[config.mk]
export PLATFORM = sky130hd
export DESIGN_NAME = nbl_ctrl
export DESIGN_NICKNAME = d
export VERILOG_FILES = /design/src/sv/nbl_pkg.sv /design/src/sv/nbl_ctrl.sv
export SDC_FILE = /design/constraint.sdc
export NUM_CORES = 1
export LEC_CHECK = 0
export ABC_AREA = 1
export BUFFER_PORTS_ARGS = -buffer_cell sky130_fd_sc_hd__buf_2
export CORE_MARGIN = 10
export CORE_UTILIZATION = 35
export DETAILED_ROUTE_END_ITERATION = 10
export HOLD_SLACK_MARGIN = 0.06
export REMOVE_ABC_BUFFERS = 1
export SYNTH_ARGS = -nofsm -noshare
export SYNTH_HDL_FRONTEND = slang
export SYNTH_SLANG_ARGS = --single-unit
[constraint.sdc]
create_clock -name i_clk -period 4.5 [get_ports i_clk]
set_input_delay 0.675 -clock i_clk [delete_from_list [all_inputs] [get_ports i_clk]]
set_output_delay 0.675 -clock i_clk [all_outputs]
set_load 0.02 [all_outputs]
[src/sv/nbl_pkg.sv]
// ============================================================================
// N-body leapfrog package
// Shared constants, request codes, datapath operation codes, command and
// status structures, and the 32-bit saturation helper.
// ============================================================================
package nbl_pkg;

    // Body store size and index width.
    localparam int NUM_BODIES = 4;
    localparam int IDX_W      = $clog2(NUM_BODIES);
    localparam int FRAC_BITS  = 24;

    // Time step register reset value (Q0.24).
    localparam logic [23:0] STEP_RESET = 24'd5033;

    // Iteration counts of the shared serial units.
    localparam int SQRT_STEPS = 33;
    localparam int DIV_STEPS  = 40;

    // Request codes on the input channel.
    localparam logic [1:0] REQ_LOAD = 2'd0;
    localparam logic [1:0] REQ_STEP = 2'd1;
    localparam logic [1:0] REQ_READ = 2'd2;

    // Datapath operation codes.
    typedef logic [4:0] t_op;
    localparam t_op OP_NOP       = 5'd0;
    localparam t_op OP_LOAD      = 5'd1;
    localparam t_op OP_CLR_ERR   = 5'd2;
    localparam t_op OP_DRIFT     = 5'd3;
    localparam t_op OP_LATCH     = 5'd4;
    localparam t_op OP_DIFF      = 5'd5;
    localparam t_op OP_SQX       = 5'd6;
    localparam t_op OP_SQY       = 5'd7;
    localparam t_op OP_COIN      = 5'd8;
    localparam t_op OP_SQRT_INIT = 5'd9;
    localparam t_op OP_SQRT_STEP = 5'd10;
    localparam t_op OP_DEN_LO    = 5'd11;
    localparam t_op OP_DEN_HI    = 5'd12;
    localparam t_op OP_NUM       = 5'd13;
    localparam t_op OP_DIV_INIT  = 5'd14;
    localparam t_op OP_DIV_STEP  = 5'd15;
    localparam t_op OP_ACC       = 5'd16;
    localparam t_op OP_ST_ACC    = 5'd17;
    localparam t_op OP_KICK      = 5'd18;
    localparam t_op OP_EMIT      = 5'd19;

    // Command from controller to datapath.
    typedef struct packed {
        t_op              op;
        logic             axis;   // 0 for x, 1 for y
        logic [IDX_W-1:0] idx;    // body addressed by this operation
        logic             rd;     // emit belongs to a read request
        logic             last;   // emit is the final result of the request
    } t_cmd;

    // Status from datapath to controller.
    typedef struct packed {
        logic r2_zero;            // squared distance of the current pair is zero
        logic err;                // error flag of the current step
    } t_sts;

    // Saturated 32-bit value and overflow indication.
    typedef struct packed {
        logic signed [31:0] val;
        logic               ovf;
    } t_sat;

    // Clamp a 42-bit signed value into 32 bits signed.
    function automatic t_sat sat32(input logic signed [41:0] v);
        t_sat r;
        if (v > 42'sh0007FFFFFFF) begin
            r.val = 32'sh7FFFFFFF;
            r.ovf = 1'b1;
        end else if (v < -42'sh00080000000) begin
            r.val = 32'sh80000000;
            r.ovf = 1'b1;
        end else begin
            r.val = v[31:0];
            r.ovf = 1'b0;
        end
        return r;
    endfunction

endpackage

[src/sv/nbl_ctrl.sv]
// ============================================================================
// N-body leapfrog controller
// Sequences load, read and step requests into datapath operations.
// ============================================================================
module nbl_ctrl (
    input  logic                     i_clk,
    input  logic                     i_rst_n,
    input  logic                     i_in_valid,
    input  logic [1:0]               i_req_type,
    input  logic [1:0]               i_body_index,
    output logic                     o_in_ready,
    input  logic                     i_out_ready,
    output logic                     o_out_valid,
    input  nbl_pkg::t_sts            i_sts,
    output nbl_pkg::t_cmd            o_cmd
);

    localparam logic [4:0] S_IDLE   = 5'd0;
    localparam logic [4:0] S_DRIFT1 = 5'd1;
    localparam logic [4:0] S_LATCH  = 5'd2;
    localparam logic [4:0] S_PAIR   = 5'd3;
    localparam logic [4:0] S_SQX    = 5'd4;
    localparam logic [4:0] S_SQY    = 5'd5;
    localparam logic [4:0] S_CHK    = 5'd6;
    localparam logic [4:0] S_SQRT   = 5'd7;
    localparam logic [4:0] S_DENLO  = 5'd8;
    localparam logic [4:0] S_DENHI  = 5'd9;
    localparam logic [4:0] S_NUM    = 5'd10;
    localparam logic [4:0] S_DIVI   = 5'd11;
    localparam logic [4:0] S_DIV    = 5'd12;
    localparam logic [4:0] S_ACC    = 5'd13;
    localparam logic [4:0] S_STACC  = 5'd14;
    localparam logic [4:0] S_KICK   = 5'd15;
    localparam logic [4:0] S_DRIFT2 = 5'd16;
    localparam logic [4:0] S_EMIT   = 5'd17;

    localparam int IW = nbl_pkg::IDX_W;
    localparam logic [IW-1:0] LAST_IDX = IW'(nbl_pkg::NUM_BODIES - 1);
    localparam logic [5:0] SQRT_LAST = 6'(nbl_pkg::SQRT_STEPS - 1);
    localparam logic [5:0] DIV_LAST  = 6'(nbl_pkg::DIV_STEPS - 1);

    logic [4:0]    r_state, n_state;
    logic [IW-1:0] r_i, n_i;
    logic [IW-1:0] r_j, n_j;
    logic [5:0]    r_cnt, n_cnt;
    logic          r_axis, n_axis;
    logic          r_rd, n_rd;
    logic          r_ov, n_ov;
    logic          slot_free;
    logic          accept;
    logic          i_last, j_last;

    assign o_in_ready  = (r_state == S_IDLE);
    assign o_out_valid = r_ov;
    assign accept      = i_in_valid && o_in_ready;
    assign slot_free   = !r_ov || i_out_ready;
    assign i_last      = (r_i == LAST_IDX);
    assign j_last      = (r_j == LAST_IDX);

    // Next state and command generation.
    always_comb begin
        n_state = r_state;
        n_i     = r_i;
        n_j     = r_j;
        n_cnt   = r_cnt;
        n_axis  = r_axis;
        n_rd    = r_rd;
        n_ov    = r_ov && !i_out_ready;
        o_cmd      = '0;
        o_cmd.op   = nbl_pkg::OP_NOP;
        o_cmd.axis = r_axis;
        o_cmd.idx  = r_i;
        unique case (r_state)
            S_IDLE: begin
                if (accept) begin
                    if (i_req_type == nbl_pkg::REQ_LOAD) begin
                        o_cmd.op  = nbl_pkg::OP_LOAD;
                        o_cmd.idx = IW'(i_body_index);
                    end else if (i_req_type == nbl_pkg::REQ_STEP) begin
                        o_cmd.op = nbl_pkg::OP_CLR_ERR;
                        n_i      = '0;
                        n_axis   = 1'b0;
                        n_rd     = 1'b0;
                        n_state  = S_DRIFT1;
                    end else if (i_req_type == nbl_pkg::REQ_READ) begin
                        n_j     = IW'(i_body_index);
                        n_rd    = 1'b1;
                        n_state = S_EMIT;
                    end
                end
            end
            S_DRIFT1: begin
                o_cmd.op = nbl_pkg::OP_DRIFT;
                n_axis   = !r_axis;
                if (r_axis) begin
                    n_i = r_i + 1'b1;
                    if (i_last) begin
                        n_i     = '0;
                        n_state = S_LATCH;
                    end
                end
            end
            S_LATCH: begin
                o_cmd.op = nbl_pkg::OP_LATCH;
                n_j      = '0;
                n_state  = S_PAIR;
            end
            S_PAIR: begin
                if (r_j == r_i) begin
                    n_j     = r_j + 1'b1;
                    n_state = j_last ? S_STACC : S_PAIR;
                end else begin
                    o_cmd.op  = nbl_pkg::OP_DIFF;
                    o_cmd.idx = r_j;
                    n_state   = S_SQX;
                end
            end
            S_SQX: begin
                o_cmd.op = nbl_pkg::OP_SQX;
                n_state  = S_SQY;
            end
            S_SQY: begin
                o_cmd.op = nbl_pkg::OP_SQY;
                n_state  = S_CHK;
            end
            S_CHK: begin
                if (i_sts.r2_zero) begin
                    // Coincident pair: flag it and go on to the next partner.
                    o_cmd.op = nbl_pkg::OP_COIN;
                    n_j      = r_j + 1'b1;
                    n_state  = j_last ? S_STACC : S_PAIR;
                end else begin
                    o_cmd.op = nbl_pkg::OP_SQRT_INIT;
                    n_cnt    = '0;
                    n_state  = S_SQRT;
                end
            end
            S_SQRT: begin
                o_cmd.op = nbl_pkg::OP_SQRT_STEP;
                n_cnt    = r_cnt + 1'b1;
                if (r_cnt == SQRT_LAST) begin
                    n_state = S_DENLO;
                end
            end
            S_DENLO: begin
                o_cmd.op = nbl_pkg::OP_DEN_LO;
                n_state  = S_DENHI;
            end
            S_DENHI: begin
                o_cmd.op = nbl_pkg::OP_DEN_HI;
                n_axis   = 1'b0;
                n_state  = S_NUM;
            end
            S_NUM: begin
                o_cmd.op = nbl_pkg::OP_NUM;
                n_state  = S_DIVI;
            end
            S_DIVI: begin
                o_cmd.op = nbl_pkg::OP_DIV_INIT;
                n_cnt    = '0;
                n_state  = S_DIV;
            end
            S_DIV: begin
                o_cmd.op = nbl_pkg::OP_DIV_STEP;
                n_cnt    = r_cnt + 1'b1;
                if (r_cnt == DIV_LAST) begin
                    n_state = S_ACC;
                end
            end
            S_ACC: begin
                o_cmd.op = nbl_pkg::OP_ACC;
                n_axis   = !r_axis;
                if (!r_axis) begin
                    n_state = S_NUM;
                end else begin
                    n_j     = r_j + 1'b1;
                    n_state = j_last ? S_STACC : S_PAIR;
                end
            end
            S_STACC: begin
                o_cmd.op = nbl_pkg::OP_ST_ACC;
                n_i      = r_i + 1'b1;
                n_axis   = 1'b0;
                n_state  = i_last ? S_KICK : S_LATCH;
            end
            S_KICK: begin
                o_cmd.op = nbl_pkg::OP_KICK;
                n_state  = S_DRIFT2;
            end
            S_DRIFT2: begin
                o_cmd.op = nbl_pkg::OP_DRIFT;
                n_axis   = !r_axis;
                n_state  = S_KICK;
                if (r_axis) begin
                    n_i = r_i + 1'b1;
                    if (i_last) begin
                        n_j     = '0;
                        n_state = S_EMIT;
                    end
                end
            end
            S_EMIT: begin
                o_cmd.idx  = r_j;
                o_cmd.rd   = r_rd;
                o_cmd.last = r_rd || j_last;
                if (slot_free) begin
                    o_cmd.op = nbl_pkg::OP_EMIT;
                    n_ov     = 1'b1;
                    n_j      = r_j + 1'b1;
                    if (r_rd || j_last) begin
                        n_state = S_IDLE;
                    end
                end
            end
            default: begin
                n_state = S_IDLE;
            end
        endcase
    end

    // Control registers.
    always_ff @(posedge i_clk) begin
        if (!i_rst_n) begin
            r_state <= S_IDLE;
            r_i     <= '0;
            r_j     <= '0;
            r_cnt   <= '0;
            r_axis  <= 1'b0;
            r_rd    <= 1'b0;
            r_ov    <= 1'b0;
        end else begin
            r_state <= n_state;
            r_i     <= n_i;
            r_j     <= n_j;
            r_cnt   <= n_cnt;
            r_axis  <= n_axis;
            r_rd    <= n_rd;
            r_ov    <= n_ov;
        end
    end

endmodule

==> qor.csv <==
metric,value,unit
worst skew pair latency,260,ps
Setup TNS,0,ps
Post-Syn Instances,334,
Crit path required time,3830,ps
initial core utilization,0.3605,
WP data arrival,2230,ps
Critical Path Max Stage Delay,420,ps
final setup fails,0,
crit path launch type,register,
CTS max path bufs,2,
Layout area overhead,11.97,%
HP Class,register to register,
dpl hpwl,4440,µm
Multi-input gate area,0.001276,mm²
first-pass GRT wire length,8949,µm
Total GRT Usage,0.1256,
WHS,480.1,ps
Worst-path clk slew,80,ps
NumNets Final,372,
clock skew,6.709,ps
Mean Syn Cell Area,5.477,µm²
Pleak,1.113,nW
antenna violations before repair,0,
maximum fanout along the worst path,17,
RSZ-0062 raised after global routing,no,
largest net degree at the start of global routing,18,
Setup CP Type,register to output pin,
WL final,5492,µm
GPL Wtd Cong,0.9287,
Synth Register Bits,18,
DR WL/cell,12.95,µm
layout cells sized above 1,0.1356,
number of placed I/O pins,22,
Tcrit/Tclk final,0.6448,
Die Ht,92.30,µm
area of the mapped netlist,0.001829,mm²
post-synthesis sequential area ratio,0.1970,
DR vias,2134,
Final Hold Violating Endpoints,0,
core footprint,0.005075,mm²
Crit-path slowest cell,dfxtp_1,
CTS tree,yes,
Yosys cell types,29,
Post-DP Area,0.001993,mm²
Iteration-0 DRC Markers,154,
Cell Rows,26,
Finished Cell Area,0.002048,mm²
Fill cells,597,
# DRC,0,
worst slew pin tran,516.8,ps
"commonest non-fill, non-tap cell in the layout",nand2_1,
TritonCTS Buffers,3,
CP Cell Sequence,inv_2 -> nand3_1 -> nor2_1 -> nand2_1 -> a21oi_1 -> o21ai_0 -> o211ai_1 -> buf_2,
Syn. warnings,0,
Setup crit end kind,output pin,
chip width,92.30,µm
most frequent cells in the layout,"114 x nand2_1, 55 x nor2_1, 40 x inv_1, 23 x nand3_1, 20 x buf_2",
maximum clock rate,344.6,MHz
die area,0.008518,mm²
Relative slew margins,0.6542,
hold buffer count at cts,0,
outcome,finished clean,
ANT cells,0,
vias in the first global route,1909,
MaxCap Viol Count,0,
Clock Sinks,18,
Post-synth EDFFs,0,
Vias/cell,5.033,
register area,360.3,µm²
most common flop cell mapped by yosys,dfxtp_1,
Period minus WS final,2902,ps
Worst VDD drop,225.9,µV
pwr/cell area,443.8,mW/mm²
total gr overflow,0,
clk root buf,clkbuf_8,
Post-synth ARST share,0,
first drt pass iteration count,5,
post_cts resized,0,
IO Port Bufs,20,
postcts setup bufs,0,
Detail Route Antenna Nets,0,
flop-to-flop setup slack,2580,ps
# H-tree levels,1,
max-slew violation count,0,
Final Util,0.4036,
## worst max-delay path: cells and delay by family (launching register included)
family	cells	cell delay, ps
buffers and inverters	2	480
AND/OR/NAND/NOR	3	730
flip-flops	1	420
AO/OA/AOI/OAI	3	330
## synth_stat cells (3+ instances only)
| master | n | share of area |
|---|---|---|
| nand3_1 | 23 | 0.063 |
| nor2_1 | 55 | 0.11 |
| nand2_2 | 4 | 0.014 |
| o21ai_0 | 11 | 0.030 |
| nand4_1 | 9 | 0.031 |
| dfxtp_1 | 18 | 0.20 |
| nand2_1 | 114 | 0.23 |
| nor2_4 | 3 | 0.018 |
| ha_1 | 7 | 0.048 |
| nor2_2 | 8 | 0.027 |
| a21oi_1 | 14 | 0.038 |
| inv_1 | 40 | 0.082 |
| inv_2 | 5 | 0.010 |
## final cells by class
type | count | area share
clock buffer | 4 | 0.02688
inverter | 45 | 0.08247
multi-input combinational | 267 | 0.6231
sequential | 18 | 0.1759
tap | 70 | 0.04276
timing repair buffer | 20 | 0.04887
## power breakdown
part | switching (mW) | leakage, nW | internal, mW
combinational | 0.375 | 0.938 | 0.174
sequential | 0.0391 | 0.146 | 0.183
clock | 0.0608 | 0.0288 | 0.0779
total | 0.475 | 1.11 | 0.434
## worst paths after layout
kind / to / cells past startpoint / start
worst max-delay path: o_cmd[2] / 8 / r_state[4]
worst min-delay path: r_cnt[1] / 2 / r_cnt[1]
worst max register to register: r_cnt[5] / 10 / r_state[4]
worst min register to register: r_cnt[1] / 2 / r_cnt[1]
## registers in the layout, indices dropped and copies added, names as in the netlist
signal / flops
r_j: 2
r_state: 5
r_cnt: 6
r_axis: 1
r_rd: 1
r_i: 2
o_out_valid: 1
## kinds of logic (layout without fill, tap and decap cells)
kind of cell             after synthesis  count (layout)  synth area share
AND/OR/NAND/NOR                      226             226            0.5410
buffers and inverters                 49              69            0.1053
flip-flops                            18              18            0.1970
adder cells (fa/ha/maj)                7               7           0.04788
AO/OA/AOI/OAI                         32              32           0.09918
XOR/XNOR                               2               2          0.009578
## metal layers
layer,vias to the layer above,global-route usage,part of all wire
li1,1096,-,-
met1,968,0.1732,0.50
met2,66,0.1953,0.43
met3,4,0.02502,0.060
met4,0,0.02956,0.0087
met5,-,0,0
## stage by stage
stage               instances  setup WS [ps]  power [mW]
floorplan                 330           2358      0.6159
global placement          420           1950      0.7629
detailed placement        420           1936      0.7668
CTS                       424           1628      0.9106
global route              424           1371      0.9938
finish                    424           1598      0.9089
No activity file was read; power rests on OpenSTA's default activity.
